===== src/design/fpba_pkg.sv =====
`timescale 1ns / 1ps
// Shared constants, codes and types of the fit-policy block allocator.
package fpba_pkg;

	localparam int BLOCKS = 16;
	localparam int IDX_W  = (BLOCKS > 1) ? $clog2(BLOCKS) : 1;
	localparam int CNT_W  = $clog2(BLOCKS + 1);

	localparam int SIZE_W    = 16;
	localparam int BIDX_W    = 4;
	localparam int POL_W     = 2;
	localparam int BCNT_W    = 5;
	localparam int CFG_IDX_W = 1;
	localparam int CFG_DAT_W = 5;

	typedef enum logic [POL_W-1:0] {
		POL_FIRST = 2'd0,
		POL_BEST  = 2'd1,
		POL_WORST = 2'd2
	} policy_t;

	typedef enum logic {
		OP_LOAD  = 1'b0,
		OP_ALLOC = 1'b1
	} op_t;

	typedef enum logic [CFG_IDX_W-1:0] {
		REG_FIT_POLICY  = 1'b0,
		REG_BLOCK_COUNT = 1'b1
	} reg_idx_t;

	// Table port request: one write and one read address per cycle
	typedef struct packed {
		logic              we;
		logic [IDX_W-1:0]  waddr;
		logic [SIZE_W-1:0] wdata;
		logic              re;
		logic [IDX_W-1:0]  raddr;
	} mem_req_t;

endpackage


===== src/design/fpba_if.sv =====
`timescale 1ns / 1ps
// Request, response and configuration channel interfaces.
interface fpba_req_if import fpba_pkg::*; ();
	logic              valid;
	logic              ready;
	logic              op;
	logic [BIDX_W-1:0] block_index;
	logic [SIZE_W-1:0] size_value;

	modport source (output valid, op, block_index, size_value, input ready);
	modport sink   (input valid, op, block_index, size_value, output ready);
endinterface

interface fpba_rsp_if import fpba_pkg::*; ();
	logic              valid;
	logic              ready;
	logic              granted;
	logic [BIDX_W-1:0] chosen_block;

	modport source (output valid, granted, chosen_block, input ready);
	modport sink   (input valid, granted, chosen_block, output ready);
endinterface

interface fpba_cfg_if import fpba_pkg::*; ();
	logic                 valid;
	logic                 ready;
	logic [CFG_IDX_W-1:0] index;
	logic [CFG_DAT_W-1:0] data;

	modport source (output valid, index, data, input ready);
	modport sink   (input valid, index, data, output ready);
endinterface


===== src/design/fpba_mem.sv =====
`timescale 1ns / 1ps
// Remaining-size table: one write port, one read port with registered data.
module fpba_mem import fpba_pkg::*; (
	input  logic              clk,
	input  mem_req_t          mem_req,
	output logic [SIZE_W-1:0] rd_data
);

	logic [SIZE_W-1:0] mem [BLOCKS];

	always_ff @(posedge clk) begin
		if (mem_req.we) begin
			mem[mem_req.waddr] <= mem_req.wdata;
		end
		if (mem_req.re) begin
			rd_data <= mem[mem_req.raddr];
		end
	end

endmodule


===== src/design/fpba_ctrl.sv =====
`timescale 1ns / 1ps
// Sequencer: loads, allocation scan over the table, write-back and response.
module fpba_ctrl import fpba_pkg::*; (
	input  logic              clk,
	input  logic              arst_n,
	fpba_req_if.sink          alloc_req,
	fpba_rsp_if.source        alloc_rsp,
	input  logic [POL_W-1:0]  fit_policy,
	input  logic [BCNT_W-1:0] block_count,
	output mem_req_t          mem_req,
	input  logic [SIZE_W-1:0] rd_data
);

	typedef enum logic [1:0] {
		ST_IDLE,
		ST_SCAN,
		ST_FINISH
	} state_t;

	state_t            state_q;
	logic [CNT_W-1:0]  issue_q;
	logic [CNT_W-1:0]  limit_q;
	logic [SIZE_W-1:0] size_q;
	logic              found_q;
	logic [IDX_W-1:0]  pick_q;
	logic [SIZE_W-1:0] best_q;
	logic              rd_vld_s1;
	logic [IDX_W-1:0]  rd_idx_s1;
	logic              rsp_vld_q;
	logic              granted_q;
	logic [BIDX_W-1:0] chosen_q;

	logic             load_ok;
	logic             out_free;
	logic             take;
	logic [CNT_W-1:0] limit;

	// scan length saturates at the table depth
	assign limit = (32'(block_count) >= BLOCKS) ? CNT_W'(BLOCKS) : CNT_W'(block_count);
	assign load_ok = (32'(alloc_req.block_index) < BLOCKS);
	assign out_free = !rsp_vld_q || alloc_rsp.ready;

	assign alloc_req.ready      = (state_q == ST_IDLE);
	assign alloc_rsp.valid      = rsp_vld_q;
	assign alloc_rsp.granted    = granted_q;
	assign alloc_rsp.chosen_block = chosen_q;

	// candidate replaces the current pick; lower index wins ties
	always_comb begin
		take = 1'b0;
		if (rd_vld_s1 && (rd_data >= size_q)) begin
			take = !found_q
				|| ((fit_policy == POL_BEST) && (rd_data < best_q))
				|| ((fit_policy == POL_WORST) && (rd_data > best_q));
		end
	end

	always_comb begin
		mem_req.re    = (state_q == ST_SCAN) && (issue_q < limit_q);
		mem_req.raddr = issue_q[IDX_W-1:0];
		if (state_q == ST_FINISH) begin
			mem_req.we    = out_free && found_q;
			mem_req.waddr = pick_q;
			mem_req.wdata = best_q - size_q;
		end else begin
			mem_req.we    = (state_q == ST_IDLE) && alloc_req.valid
				&& (alloc_req.op == OP_LOAD) && load_ok;
			mem_req.waddr = IDX_W'(alloc_req.block_index);
			mem_req.wdata = alloc_req.size_value;
		end
	end

	always_ff @(posedge clk or negedge arst_n) begin
		if (!arst_n) begin
			state_q   <= ST_IDLE;
			rd_vld_s1 <= 1'b0;
			rsp_vld_q <= 1'b0;
		end else begin
			if (rsp_vld_q && alloc_rsp.ready && (state_q != ST_FINISH)) begin
				rsp_vld_q <= 1'b0;
			end
			rd_vld_s1 <= mem_req.re;
			rd_idx_s1 <= issue_q[IDX_W-1:0];
			case (state_q)
				ST_IDLE: begin
					if (alloc_req.valid && (alloc_req.op == OP_ALLOC)) begin
						size_q  <= alloc_req.size_value;
						limit_q <= limit;
						issue_q <= '0;
						found_q <= 1'b0;
						state_q <= ST_SCAN;
					end
				end
				ST_SCAN: begin
					if (mem_req.re) begin
						issue_q <= issue_q + CNT_W'(1);
					end
					if (take) begin
						found_q <= 1'b1;
						pick_q  <= rd_idx_s1;
						best_q  <= rd_data;
					end
					if (!mem_req.re && !rd_vld_s1) begin
						state_q <= ST_FINISH;
					end
				end
				ST_FINISH: begin
					if (out_free) begin
						rsp_vld_q <= 1'b1;
						granted_q <= found_q;
						chosen_q  <= found_q ? BIDX_W'(pick_q) : '0;
						state_q   <= ST_IDLE;
					end
				end
				default: begin
					state_q <= ST_IDLE;
				end
			endcase
		end
	end

endmodule


===== src/design/fit_policy_block_allocator.sv =====
`timescale 1ns / 1ps
// Operation: a load request is written in the cycle it is accepted and gives no response;
// an allocate request reads the first limit table entries one entry a cycle, limit being
// block_count saturated at the table depth, then makes the last compare, writes back and
// registers its response, waiting while an earlier response is not taken. One request is in work at a time: a
// new allocate is taken only once the last one's response is registered; one load a cycle while idle.
// Reset clears the sequencer, the response valid and both registers; the table is not cleared.
module fit_policy_block_allocator import fpba_pkg::*; (
	input  logic       clk,
	input  logic       arst_n,
	fpba_req_if.sink   alloc_req,
	fpba_rsp_if.source alloc_rsp,
	fpba_cfg_if.sink   cfg
);

	logic [POL_W-1:0]  fit_policy_q;
	logic [BCNT_W-1:0] block_count_q;
	mem_req_t          mem_req;
	logic [SIZE_W-1:0] rd_data;

	// Configuration is always taken; the user makes writes only while the allocator is idle, unchecked here
	assign cfg.ready = 1'b1;

	always_ff @(posedge clk or negedge arst_n) begin
		if (!arst_n) begin
			fit_policy_q  <= POL_W'(POL_FIRST);
			block_count_q <= '0;
		end else if (cfg.valid) begin
			case (cfg.index)
				REG_FIT_POLICY:  fit_policy_q  <= cfg.data[POL_W-1:0];
				REG_BLOCK_COUNT: block_count_q <= cfg.data[BCNT_W-1:0];
				default: begin
					// drop writes to unknown registers
				end
			endcase
		end
	end

	// Sequencer: takes loads straight into the table, walks the first block_count entries
	// (saturated at the table depth) for an allocate, keeps the policy's best candidate,
	// then writes back the reduced size and presents the response. The write-back lands
	// before the next request is accepted, so no forwarding is needed on the table.
	fpba_ctrl u_ctrl (
		.clk         (clk),
		.arst_n      (arst_n),
		.alloc_req   (alloc_req),
		.alloc_rsp   (alloc_rsp),
		.fit_policy  (fit_policy_q),
		.block_count (block_count_q),
		.mem_req     (mem_req),
		.rd_data     (rd_data)
	);

	// Remaining-size table with registered read data
	fpba_mem u_mem (
		.clk     (clk),
		.mem_req (mem_req),
		.rd_data (rd_data)
	);

endmodule

===== src/flat_wrapper.sv =====
// flat-port wrapper written by rule: the top's interface ports become plain ports
module fit_policy_block_allocator_flat import fpba_pkg::*;
  (clk, arst_n, alloc_req_valid, alloc_req_op, alloc_req_block_index, alloc_req_size_value, alloc_req_ready, alloc_rsp_valid, alloc_rsp_granted, alloc_rsp_chosen_block, alloc_rsp_ready, cfg_valid, cfg_index, cfg_data, cfg_ready);
  fpba_req_if alloc_req_i ();
  fpba_rsp_if alloc_rsp_i ();
  fpba_cfg_if cfg_i ();
  input  logic clk;
  input  logic arst_n;
  input wire logic [$bits(alloc_req_i.valid)-1:0] alloc_req_valid;
  input wire logic [$bits(alloc_req_i.op)-1:0] alloc_req_op;
  input wire logic [$bits(alloc_req_i.block_index)-1:0] alloc_req_block_index;
  input wire logic [$bits(alloc_req_i.size_value)-1:0] alloc_req_size_value;
  output wire logic [$bits(alloc_req_i.ready)-1:0] alloc_req_ready;
  output wire logic [$bits(alloc_rsp_i.valid)-1:0] alloc_rsp_valid;
  output wire logic [$bits(alloc_rsp_i.granted)-1:0] alloc_rsp_granted;
  output wire logic [$bits(alloc_rsp_i.chosen_block)-1:0] alloc_rsp_chosen_block;
  input wire logic [$bits(alloc_rsp_i.ready)-1:0] alloc_rsp_ready;
  input wire logic [$bits(cfg_i.valid)-1:0] cfg_valid;
  input wire logic [$bits(cfg_i.index)-1:0] cfg_index;
  input wire logic [$bits(cfg_i.data)-1:0] cfg_data;
  output wire logic [$bits(cfg_i.ready)-1:0] cfg_ready;
  assign alloc_req_i.valid = alloc_req_valid;
  assign alloc_req_i.op = alloc_req_op;
  assign alloc_req_i.block_index = alloc_req_block_index;
  assign alloc_req_i.size_value = alloc_req_size_value;
  assign alloc_req_ready = alloc_req_i.ready;
  assign alloc_rsp_valid = alloc_rsp_i.valid;
  assign alloc_rsp_granted = alloc_rsp_i.granted;
  assign alloc_rsp_chosen_block = alloc_rsp_i.chosen_block;
  assign alloc_rsp_i.ready = alloc_rsp_ready;
  assign cfg_i.valid = cfg_valid;
  assign cfg_i.index = cfg_index;
  assign cfg_i.data = cfg_data;
  assign cfg_ready = cfg_i.ready;
  fit_policy_block_allocator u_core (.clk(clk), .arst_n(arst_n), .alloc_req(alloc_req_i), .alloc_rsp(alloc_rsp_i), .cfg(cfg_i));
endmodule

===== config.mk =====
export PLATFORM = sky130hd
export DESIGN_NAME = fit_policy_block_allocator_flat
export DESIGN_NICKNAME = d
export VERILOG_FILES = /design/src/design/fpba_pkg.sv /design/src/design/fpba_if.sv /design/src/design/fpba_mem.sv /design/src/design/fpba_ctrl.sv /design/src/design/fit_policy_block_allocator.sv /design/src/flat_wrapper.sv
export SDC_FILE = /design/constraint.sdc
export NUM_CORES = 1
export LEC_CHECK = 0
export ABC_AREA = 1
export BUFFER_PORTS_ARGS = -buffer_cell sky130_fd_sc_hd__buf_2
export CAP_MARGIN = 20
export CORE_ASPECT_RATIO = 0.8
export CORE_UTILIZATION = 56
export DETAILED_ROUTE_END_ITERATION = 8
export GPL_TIMING_DRIVEN = 0
export PLACE_DENSITY = 0.76
export RECOVER_POWER = 50
export SYNTH_ARGS = -nofsm -noshare
export SYNTH_HDL_FRONTEND = slang
export SYNTH_SLANG_ARGS = --single-unit

===== constraint.sdc =====
create_clock -name clk -period 2.5 [get_ports clk]
set_clock_uncertainty 0.05 [all_clocks]
set_input_delay 0.5 -clock clk [delete_from_list [all_inputs] [get_ports clk]]
set_output_delay 0.5 -clock clk [all_outputs]
set_load 0.005 [all_outputs]

* Yosys cells after proc, flatten, opt, wreduce, memory -nomap -nowiden
Memory sizes are Yosys's and may differ from the RTL's. A register that Yosys moved wholly into a read port is not among the register bits. Index checks and enable logic that the tools add are counted.
Storage, ports and cells: register bits 67, RAM bits 256, bits of input ports 32, memories kept 1
Operators by class: add/sub/neg operators 2, magnitude comparators 5, equality and inequality tests 10, muxes and demuxes 17, bitwise gates (word level) 2, reductions and logical operators 28
Memories:
- u_core.u_mem.mem | words 16, width 16, rd ports 1, clocked after memory_dff 1, write ports 1, line fpba_mem.sv:9 | logic [SIZE_W-1:0] mem [BLOCKS];
Operator list (number):
- $mux W21 | 1
- $ge A16 B16 Y1 | 1
- $gt A16 B16 Y1 | 1
- $lt A16 B16 Y1 | 1
- $sub A16 B16 Y16 | 1
- $reduce_and A3 Y1 | 4
- $logic_and A1 B1 Y1 | 11
- $mux W5 | 2
- $pmux W5 S2 | 1
- $mux W1 | 8
- $ne A2 B2 Y1 const B | 4
- $reduce_and A4 Y1 | 2
- $mux W2 | 3
- $pmux W2 S3 | 1
- $add A5 B1 Y5 const B | 1
- $ge A5 B5 Y1 const B | 1
- $lt A5 B5 Y1 | 1
- $eq A2 B1 Y1 const B | 2
- $eq A2 B2 Y1 const B | 2
- $logic_not A1 Y1 | 4
- $ne A2 B1 Y1 const B | 2
- $reduce_and A2 Y1 | 2
- $logic_or A1 B1 Y1 | 3
- $logic_not A2 Y1 | 1
- other kinds (3) | 4

* Logic depth before layout (Yosys ltp)
Gate-level depths: netlist of the first run.
word-level depth 7, mapped depth 15, depth with buffers taken out 15

* Modules after synthesis
Synthesis of the first run repeated with hierarchy kept, for this count alone.
Unflattened totals: cells, all modules 1572, area, all modules 15884.0 um^2
Modules (own cells, without submodules):
- fpba_mem | instances 1, cells an instance 1074, area each 11541.1 um^2, sequential area each 8167.8 um^2
- fpba_ctrl | instances 1, cells an instance 464, area each 4050.1 um^2, sequential area each 1781.7 um^2
- fit_policy_block_allocator | instances 1, cells an instance 34, area each 292.8 um^2, sequential area each 175.2 um^2

* Worst setup path after synthesis of the first run
No wires, ideal clock.
kind reg-to-reg, start point reg u_core.u_ctrl.size_q[0], end point mem u_core.u_mem.mem[0][6], data pin, data arrival time 2242 ps, data required time 2109 ps, setup slack -133 ps, cell stages (with the launch flop) 8, period minus slack after synthesis 2633 ps, cell sequence edfxtp_1 -> ha_1 -> fa_1 -> o21ai_2 -> a21boi_2 -> inv_1 -> nor2_1 -> o31ai_1
RTL lines:
- start, declared | line fpba_ctrl.sv:23 | logic [SIZE_W-1:0] size_q;
- start signal, assigned | line fpba_ctrl.sv:87 | size_q <= alloc_req.size_value;
- end, declared | line fpba_mem.sv:9

* Worst setup path in the final report of the first run
start point reg u_core.u_ctrl.issue_q[1], end point reg u_core.u_mem.rd_data[8], read port of u_core.u_mem.mem, data pin
Between the ends: cells in the longest elaborated chain, start to end 2
Ends and longest elaborated chain:
- start, declared | line fpba_ctrl.sv:21 | logic [CNT_W-1:0] issue_q;
- start signal, assigned | line fpba_ctrl.sv:96 | issue_q <= issue_q + CNT_W'(1);
- $lt A5 B5 Y1 | line fpba_ctrl.sv:59 | mem_req.re = (state_q == ST_SCAN) && (issue_q < limit_q);
- $logic_and A1 B1 Y1 | line fpba_ctrl.sv:59
- end, declared | line fpba_mem.sv:6 | output logic [SIZE_W-1:0] rd_data
Parallel ways exist; a longest one is shown, timed or not. A chain may end at the register's enable or synchronous reset.

==> flow_metrics.py, run 1 <==
metrics = {
    "status": {
        "outcome": "finished with violations",
        "violations": "negative setup slack",
    },
    "power_and_ir_drop": {
        "p_int_w": 0.0115,
        "power_density_nw_per_um2": 1030,
        "leakage_nw": 6.32,
        "p_seq_frac": 0.428,
        "p_sw_w": 0.00609,
        "clkPwrFrac": 0.274,
        "comb_power_share": 0.298,
        "peakVddDrop_mv": 0.658,
        "power_switching_share": 0.345,
        "fin_total_pwr_w": 0.0176,
    },
    "worst_setup_path": {
        "cp_common_cell": "nand3_1",
        "cp.depth": 5,
        "r2r-end": "u_core.u_mem.rd_data[8]",
        "crit_chain": "clkbuf_2 > clkbuf_1 > o221ai_1 > nand3_1 > nand3_1",
        "required_ps": 2700,
        "crit_path_end_kind": "register",
        "critPathKind": "reg -> reg",
        "critical_path.max_fanout": 10,
        "endpoint": "u_core.u_mem.rd_data[8]",
        "critPathTopFamily": "buffers and inverters",
        "worst-r2r-cell-count": 5,
        "reg2reg_slack_ps": -70,
        "reg2reg_from": "u_core.u_ctrl.issue_q[1]",
        "cp_slowest_cell": "clkbuf_1",
        "critPathBufInv": 2,
        "cp-start-kind": "register",
        "cpPeakStageDelay_ps": 570,
        "crit_start": "u_core.u_ctrl.issue_q[1]",
        "arrival_ps": 2770,
    },
    "sta": {
        "fmax_ghz": 0.390,
        "tightest_slew_ps": 998,
        "post-route-period-util": 1.03,
        "fin_ws_ps": -66.8,
        "min_period_ps": 2570,
        "slew_headroom": 0.334,
        "hold_violations": 0,
        "slew_viol_final": 0,
        "setup_viol": 44,
        "rsz0062_at_grt": "yes",
        "setup_tns_ps": -1300,
    },
    "finish": {
        "drive_gt1_frac": 0.140,
        "syn_to_final_growth_pct": 15.2,
        "regArea_sq_um": 10100,
        "final_cells": 1683,
        "fin_nets": 1395,
        "nFillCells": 1850,
        "antenna_cells": 0,
        "multiInputGateArea_sq_um": 4300,
    },
    "run": {
        "cap_violations": 0,
    },
    "grt": {
        "grt_remaining_overflow": 0,
        "first_global_vias": 9504,
        "antenna_found_initial": 0,
        "grt_pass1_wl_um": 56800,
        "grt_max_degree": 18,
        "grtUsageTotal": 0.288,
    },
    "detailed_routing": {
        "drc_errors": 0,
        "dr_total_vias": 10100,
        "drt_iter0_markers": 1252,
        "drt_pass1_iterations": 6,
        "viasPerCell": 6.00,
        "wirelength_um": 38400,
        "ant_nets": 0,
        "wl_per_cell_um": 22.8,
    },
    "synth": {
        "syn-cell-area_sq_um": 14800,
        "postSynthCellCount": 1201,
        "ys_ff_latch": 339,
        "synth_fp_nets": 1286,
        "synth_top_cell_by_area": "edfxtp_1",
        "seq_area_frac_synth": 0.683,
        "ys_types": 44,
        "synth_warnings": 0,
        "netlist_top_cells_area": "edfxtp_1 66%, nor2_1 5.0%, ha_1 4.4%",
        "synth-edff-count": 328,
        "ys.flop_type": "edfxtp_1",
        "async_flop_share": 0.0324,
        "synth_top_area_frac": 0.664,
        "synth_area_per_cell_sq_um": 12.3,
    },
    "placement": {
        "placed_cells": 1605,
        "post-dp-hpwl_um": 25900,
        "pre_cts_slack_ps": -458,
        "gp_congestion": 1.02,
        "portBuffers": 38,
    },
    "cts": {
        "clock_path_buffers": 3,
        "cts_tree": "built",
        "h-tree-depth": 2,
        "cts_buffers": 34,
        "clkSinkCount": 339,
        "clk_pin_slew_ps": 60,
        "clock_latency_ps": 520,
        "root_buffer": "clkbuf_16",
    },
    "floorplanning": {
        "core_area_sq_um": 25600,
        "start_util": 0.579,
        "die-height_um": 148,
        "chipWidth_um": 184,
        "num_rows": 52,
        "ioPinCount": 40,
        "die-area_sq_um": 27100,
    },
    "worst_hold_path": {
        "hold_class": "in -> reg",
    },
}
kinds of logic after synthesis:
logic type,after synthesis,synth area share
muxes,26,0.0176
other,1,0.000253
and+or+nand+nor,421,0.114
AOI/OAI and AO/OA,206,0.0909
buffers and inverters,146,0.0439
adders and majority gates,53,0.0452
xor gates and xnor gates,9,0.00531
DFF,339,0.683
placed cells by master (no fill, tap or decap), types with 25 or more instances in the layout:
master     synthesis  routed
nand2_1          151     145
o221ai_1          25      25
clkbuf_16          0      35
clkbuf_1          23      46
ha_1              52      52
o32ai_1           38      38
nand3_1           50      47
edfxtp_1         328     328
nor2_1           199     186
mux2i_1           25      25
inv_1             80      79
a21oi_1           29      28
o21ai_0           69      70
buf_2             13      39
metal layers:
metal | GRT usage | wire length, um | up-vias
met5 | 0 | 0 | -
met4 | 0.0958 | 1310 | 0
met3 | 0.0572 | 4310 | 84
met2 | 0.426 | 16800 | 566
met1 | 0.429 | 16000 | 4885
li1 | - | - | 4555
final cells by class:
class                           instances  share of cell area
Sequential cell                       339               0.592
Clock buffer                           46              0.0537
Timing Repair Buffer                   71              0.0321
Tap cell                              351              0.0257
Inverter                               95              0.0211
Buffer                                 51              0.0172
Clock inverter                         12             0.00637
Multi-Input combinational cell        718               0.252
Yosys cell counts, drive strengths merged, types with 4 or more instances:
cell / n
or2: 5
dfrtp: 11
edfxtp: 328
a21oi: 30
mux2i: 25
o221ai: 25
nand2: 153
inv: 93
o32ai: 39
buf: 28
o211ai: 8
o21ai: 92
nand3: 50
nor2: 201
nand4: 4
nor3: 5
ha: 52
xnor2: 6
clkbuf: 23
through the flow:
stage | utilization | hold slack, ps | instance area, sq um
after floorplan | - | 154 | 14800
final | 0.667 | 120 | 17100
after CTS | 0.659 | 119 | 16900
after global routing | 0.667 | 117 | 17100
after detailed placement | 0.613 | 355 | 15700
after global placement | 0.604 | 351 | 15500
worst min-delay path by stage:
stage	from	endpoint	slack, ps	cells past startpoint
2_1_floorplan	arst_n	u_core.block_count_q[0]	150	0
3_3_place_gp	u_core.u_ctrl.rd_idx_s1[0]	u_core.u_ctrl.pick_q[0]	350	0
3_5_place_dp	u_core.u_ctrl.rd_idx_s1[0]	u_core.u_ctrl.pick_q[0]	350	0
4_1_cts	alloc_req_size_value[7]	u_core.u_ctrl.size_q[7]	120	1
5_1_grt	alloc_req_size_value[2]	u_core.u_ctrl.size_q[2]	120	1
6_report	alloc_req_size_value[11]	u_core.u_ctrl.size_q[11]	120	1
flip-flops by register name, indices dropped and copies added (netlist names):
name	cells
u_core.block_count_q	5
u_core.fit_policy_q	2
u_core.u_ctrl.alloc_rsp.chosen_block	4
u_core.u_ctrl.alloc_rsp.granted	1
u_core.u_ctrl.alloc_rsp.valid	1
u_core.u_ctrl.best_q	16
u_core.u_ctrl.found_q	1
u_core.u_ctrl.issue_q	5
u_core.u_ctrl.limit_q	5
u_core.u_ctrl.pick_q	4
u_core.u_ctrl.rd_idx_s1	4
u_core.u_ctrl.rd_vld_s1	1
u_core.u_ctrl.size_q	16
u_core.u_ctrl.state_q	2
u_core.u_mem.mem	256
u_core.u_mem.rd_data	16
power by group through the flow:
stage	clock network, W	registers (W)	logic [W]
finish	0.00483	0.00754	0.00525
floorplan	0	0.00752	0.00296
global placement	0	0.00767	0.00457
detailed placement	0	0.00766	0.00490
global route	0.00507	0.00757	0.00563
CTS	0.00484	0.00753	0.00506
timing repair:
item,CTS,global route
setup endpoints to repair,345,360
setup buffers,4,13
pin swaps,4,13
gates cloned,2,0
hold buffers,1,0
endpoints found under the hold margin,11,0
resized for setup,18,39
worst reg2reg max path: cells and delay by family (launching register included):
family | cells | cell delay [ps]
buf+inv | 2 | 930
flops | 1 | 560
compound gates | 1 | 410
simple gates | 2 | 360
(Power assumes the default switching activity.)
==> inputs of run 2 (changes only) <==
==> constraint.sdc (replaced) <==
create_clock -name clk -period 2.5 [get_ports clk]
set_clock_uncertainty 0.05 [all_clocks]
set_input_delay 0 -clock clk [delete_from_list [all_inputs] [get_ports clk]]
set_output_delay 0 -clock clk [all_outputs]
set_load 0.005 [all_outputs]
==> run 2 against run 1 <==
Effect of this change: the run still ends with negative setup slack left; hold slack better by 44 ps; first-iteration DRC count is 7.7% higher; core utilization is 1.4 points higher; via count is 2.1% higher; worst setup slack worse by 45 ps; highest routed layer unchanged.
==> flow_metrics.py, run 2 (synthesis gave the netlist of run 1 again) <==
metrics = {
    "worst_setup_path": {
        "cp_slowest_cell": "clkbuf_1",
        "critPathTopFamily": "buffers and inverters",
        "crit_chain": "clkbuf_2 > clkbuf_1 > o221ai_1 > nand3_1 > nand3_1",
        "critical_path.max_fanout": 10,
        "critPathKind": "reg -> reg",
        "crit_path_end_kind": "register",
        "cpPeakStageDelay_ps": 590,
        "reg2reg_slack_ps": -110,
        "r2r-end": "u_core.u_mem.rd_data[3]",
        "cp-start-kind": "register",
        "critPathBufInv": 2,
        "cp_common_cell": "nand3_1",
        "reg2reg_from": "u_core.u_ctrl.issue_q[1]",
        "required_ps": 2700,
        "worst-r2r-cell-count": 5,
        "arrival_ps": 2810,
        "crit_start": "u_core.u_ctrl.issue_q[1]",
    },
    "placement": {
        "portBuffers": 38,
        "post-dp-hpwl_um": 25900,
        "gp_congestion": 1.02,
        "pre_cts_slack_ps": -458,
    },
    "run": {
        "cap_violations": 0,
    },
    "floorplanning": {
        "start_util": 0.579,
        "die-height_um": 148,
        "chipWidth_um": 184,
        "die-area_sq_um": 27100,
        "num_rows": 52,
        "core_area_sq_um": 25600,
        "ioPinCount": 40,
    },
    "finish": {
        "largest_reg_flops": 256,
        "regMostFlops": "u_core.u_mem.mem",
        "syn_to_final_growth_pct": 17.7,
        "layout_commonest_cell": "edfxtp_1",
        "antenna_cells": 0,
        "final_cell_mix": "328 x edfxtp_1, 186 x nor2_1, 145 x nand2_1",
        "fin_nets": 1429,
        "drive_gt1_frac": 0.130,
        "nFillCells": 1810,
        "post-route-util": 0.681,
    },
    "detailed_routing": {
        "wl_per_cell_um": 22.9,
        "ant_nets": 0,
        "wirelength_um": 39400,
        "drt_iter0_markers": 1349,
        "drt_pass1_iterations": 5,
        "drc_errors": 0,
        "viasPerCell": 6.00,
        "dr_total_vias": 10300,
    },
    "cts": {
        "h-tree-depth": 2,
        "clock_latency_ps": 520,
        "cts_tree": "built",
        "clk_pin_slew_ps": 70,
        "clock_path_buffers": 3,
        "cts_buffers": 34,
        "clkSinkCount": 339,
        "root_buffer": "clkbuf_16",
    },
    "power_and_ir_drop": {
        "leakage_nw": 6.45,
        "peakVddDrop_mv": 0.662,
        "power_density_nw_per_um2": 1010,
    },
    "worst_hold_path": {
        "hold_class": "in -> reg",
        "hold_end": "u_core.u_ctrl.size_q[9]",
        "min_from": "alloc_req_size_value[9]",
        "whs_path_depth": 2,
    },
    "status": {
        "violations": "negative setup slack",
        "outcome": "finished with violations",
    },
    "sta": {
        "fmax_ghz": 0.383,
        "hold_violations": 0,
        "slew_viol_final": 0,
        "rsz0062_at_grt": "yes",
        "tightest_slew_ps": 1270,
        "min_period_ps": 2610,
        "post-route-period-util": 1.04,
        "setup_viol": 48,
        "fin_ws_ps": -112,
        "slew_headroom": 0.145,
    },
    "grt": {
        "grt_max_degree": 18,
        "first_global_vias": 9738,
        "grt_remaining_overflow": 0,
        "antenna_found_initial": 0,
        "grt_pass1_wl_um": 58100,
        "grtUsageTotal": 0.294,
    },
}
-- run 2: cell types whose count changed in the layout (fill, tap and decap cells not counted), sizes merged --
cell         previous run  this run
dlygate4sd3             1        35
buf                    77        71
clkbuf                 90        96
-- run 2: cell type report --
class                      instances  area, sq um  share of cell area
clock inverter                    12          109             0.00624
multi-input combinational        718         4300               0.246
buffer                            51          294              0.0168
sequential                       339        10100               0.580
tap                              351          439              0.0252
inverter                          95          360              0.0206
timing repair buffer             105          915              0.0524
clock buffer                      46          917              0.0525
-- run 2: where the power goes --
group / internal [W] / switching [W] / leakage [nW]
registers: 0.00725 / 0.000289 / 3.11
logic: 0.00156 / 0.00378 / 2.84
clock network: 0.00278 / 0.00205 / 0.503
-- run 2: timing repair --
item / in CTS / in global routing
resized for setup: 18 / 38
hold buffers: 35 / 0
endpoints found under the setup margin: 345 / 360
cloned: 2 / 0
endpoints found under the hold margin: 82 / 0
buffers inserted: 4 / 13
pin swaps: 4 / 12
-- run 2: how the worst max path moves through the flow --
stage	endpoint	cells past startpoint	slack, ps
CTS	u_core.u_mem.mem[9][6]	6	-150
detailed placement	u_core.u_ctrl.best_q[7]	11	-460
floorplan	u_core.u_mem.mem[0][14]	9	50
global route	u_core.u_mem.mem[12][12]	8	-150
finish	u_core.u_mem.rd_data[3]	5	-110
global placement	u_core.u_mem.mem[15][2]	4	-890
-- run 2: stage by stage --
stage               instance area, sq um  total power [W]  cells  setup TNS (ps)  hold slack (ps)
CTS                                17200           0.0175   1704          -18290              154
global route                       17500           0.0183   1717          -11310              172
global placement                   15500           0.0122   1590         -237230             -117
finish                             17500           0.0177   1717           -1870              163
floorplan                          14800           0.0105   1201               0             -346
detailed placement                 15700           0.0126   1605          -49060             -117
-- run 2: per-layer routing --
layer / part of all wire / global-route usage / up-vias
met2: 0.44 / 0.437 / 588
met4: 0.034 / 0.100 / 0
li1: - / - / 4624
met1: 0.41 / 0.435 / 5001
met3: 0.12 / 0.0584 / 89
met5: 0 / 0 / -
-- run 2: worst reg2reg max path: stages, from the launching register on --
cell	delay (ps)
edfxtp_1	550
clkbuf_2	370
clkbuf_1	590
o221ai_1	380
nand3_1	280
nand3_1	110
==> inputs of run 3 (changes only) <==
--- a/config.mk
+++ b/config.mk
@@ -8,11 +8,13 @@
 export ABC_AREA = 1
 export BUFFER_PORTS_ARGS = -buffer_cell sky130_fd_sc_hd__buf_2
 export CAP_MARGIN = 20
+export CELL_PAD_IN_SITES_DETAIL_PLACEMENT = 0
+export CELL_PAD_IN_SITES_GLOBAL_PLACEMENT = 2
 export CORE_ASPECT_RATIO = 0.8
-export CORE_UTILIZATION = 56
+export CORE_UTILIZATION = 39
 export DETAILED_ROUTE_END_ITERATION = 8
 export GPL_TIMING_DRIVEN = 0
-export PLACE_DENSITY = 0.76
+export PLACE_DENSITY_LB_ADDON = 0.1
 export RECOVER_POWER = 50
 export SYNTH_ARGS = -nofsm -noshare
 export SYNTH_HDL_FRONTEND = slang
==> run 3 against run 2 <==
Effect of this change: the run ends with design-rule violations, negative setup slack left; combinational power is 4.3% higher; critical endpoint is now u_core.u_mem.mem[12][10]; hold slack got worse by 27 ps; critical path type unchanged; sequential share of layout area shrank 1.4 points; final cell count rose by 8.6%; global-route usage is 7.0 points lower; critical path depth up 5; first-iteration DRC count is 33% lower; largest power group unchanged.
==> flow_metrics.py, run 3 (synthesis gave the netlist of run 1 again) <==
metrics = {
    "sta": {
        "slew_viol_final": 0,
        "post-route-period-util": 1.01,
        "fin_ws_ps": -21.5,
        "setup_tns_ps": -218,
        "rsz0062_at_grt": "yes",
        "worst_hold_slack_ps": 136,
        "hold_violations": 0,
        "slew_headroom": 0.175,
        "setup_viol": 16,
        "tightest_slew_ps": 1230,
        "min_period_ps": 2520,
        "fmax_ghz": 0.397,
    },
    "worst_setup_path": {
        "cp_common_cell": "nand2_1",
        "critPathKind": "reg -> reg",
        "cp-start-kind": "register",
        "required_ps": 2680,
        "arrival_ps": 2700,
        "crit_chain": "ha_1 > fa_2 > o21ai_4 > a21boi_2 > nor2_4 > nand3_1 > nand2_1 > nand2_1 > nand3_4 > nand2_8",
        "critical_path.max_fanout": 8,
        "cp_slowest_cell": "edfxtp_1",
        "crit_path_end_kind": "register",
        "cpPeakStageDelay_ps": 410,
    },
    "finish": {
        "fin_nets": 1436,
        "final_cells": 1864,
        "post-route-util": 0.480,
        "regMostFlops": "u_core.u_mem.mem",
        "antenna_cells": 0,
        "drive_gt1_frac": 0.152,
        "final_cell_mix": "328 x edfxtp_1, 181 x nor2_1, 144 x nand2_1",
        "largest_reg_flops": 256,
        "final_area_sq_um": 17900,
        "layout_commonest_cell": "edfxtp_1",
        "syn_to_final_growth_pct": 20.7,
    },
    "worst_hold_path": {
        "hold_class": "in -> reg",
    },
    "power_and_ir_drop": {
        "power_density_nw_per_um2": 1030,
        "peakVddDrop_mv": 0.582,
        "leakage_nw": 6.60,
    },
    "grt": {
        "grt_pass1_wl_um": 61900,
        "first_global_vias": 9416,
        "antenna_found_initial": 1,
        "grt_remaining_overflow": 0,
        "grtUsageTotal": 0.223,
        "grt_max_degree": 18,
    },
    "run": {
        "cap_violations": 0,
    },
    "cts": {
        "clk_pin_slew_ps": 60,
        "clock_path_buffers": 3,
        "cts_buffers": 38,
        "clock_latency_ps": 540,
        "root_buffer": "clkbuf_16",
        "clkSinkCount": 339,
        "h-tree-depth": 2,
        "cts_tree": "built",
    },
    "floorplanning": {
        "core_area_sq_um": 37300,
        "ioPinCount": 40,
        "chipWidth_um": 220,
        "die-height_um": 176,
        "start_util": 0.398,
        "die-area_sq_um": 38800,
        "num_rows": 63,
    },
    "placement": {
        "portBuffers": 38,
        "placed_cells": 1749,
        "post-dp-hpwl_um": 29800,
        "placed_cell_area_sq_um": 16100,
        "gp_congestion": 0.802,
    },
    "detailed_routing": {
        "drt_iter0_markers": 905,
        "drc_errors": 4,
        "wirelength_um": 43600,
        "ant_nets": 0,
        "wl_per_cell_um": 23.4,
        "viasPerCell": 5.35,
        "drt_pass1_iterations": 7,
        "dr_total_vias": 9967,
    },
    "status": {
        "violations": "design-rule violations, negative setup slack",
        "outcome": "finished with violations",
    },
}
==> run 3: what timing repair did <==
| action | in CTS | in global routing |
|---|---|---|
| gates cloned | 0 | 3 |
| pin swaps | 5 | 12 |
| hold buffers | 35 | 0 |
| setup buffers | 3 | 8 |
| resized for setup | 23 | 41 |
| endpoints found under the setup margin | 254 | 211 |
| endpoints found under the hold margin | 143 | 0 |
==> run 3: layer usage <==
| metal | share of wire | wire length [um] | vias to the layer above | GRT usage |
|---|---|---|---|---|
| li1 | - | - | 4651 | - |
| met1 | 0.48 | 21000 | 4930 | 0.341 |
| met2 | 0.42 | 18500 | 330 | 0.325 |
| met3 | 0.073 | 3200 | 56 | 0.0429 |
| met4 | 0.020 | 889 | 0 | 0.0540 |
| met5 | 0 | 0 | - | 0 |
==> run 3: path summary, 6_finish.rpt <==
path	startpoint	to	slack, ps	cells after the start
setup / recovery	u_core.u_ctrl.size_q[0]	u_core.u_mem.mem[12][10]	-20	10
hold / removal	alloc_req_block_index[0]	u_core.u_mem.mem[4][6]	140	5
setup reg to reg	u_core.u_ctrl.size_q[0]	u_core.u_mem.mem[12][10]	-20	10
hold reg to reg	u_core.u_ctrl.rd_idx_s1[0]	u_core.u_ctrl.pick_q[0]	370	0
max in group asynchronous	arst_n	u_core.u_ctrl.state_q[0]	1210	3
min in group asynchronous	arst_n	u_core.block_count_q[1]	810	3
==> run 3: per-stage QoR <==
| stage | setup WS [ps] | total power (W) |
|---|---|---|
| 2_1_floorplan | 49.0 | 0.0105 |
| 3_3_place_gp | -1330 | 0.0127 |
| 3_5_place_dp | -696 | 0.0129 |
| 4_1_cts | -220 | 0.0184 |
| 5_1_grt | -97.3 | 0.0192 |
| 6_report | -21.5 | 0.0185 |
==> run 3: critical path, delay by kind of cell, from the launching register on <==
| family | cells | cell delay, ps |
|---|---|---|
| DFF | 1 | 410 |
| AOI/OAI and AO/OA | 2 | 330 |
| adders and majority gates | 2 | 640 |
| and+or+nand+nor | 6 | 780 |
==> run 3: layout make-up <==
cell class              instances  area [sq um]
well taps                     487           609
flip-flops and latches        339         10100
inverters                      95           360
repair buffers                108           955
clock inverters                22           183
plain buffers                  51           304
fillers                      3422         19400
multi-input cells             718          4370
clock buffers                  44           995
==> run 3: where the power goes <==
part           switching [W]  internal, W  total [W]  leakage (nW)
registers           0.000242      0.00725    0.00750          3.11
clock network        0.00224      0.00315    0.00539         0.577
logic                0.00397      0.00160    0.00557          2.92
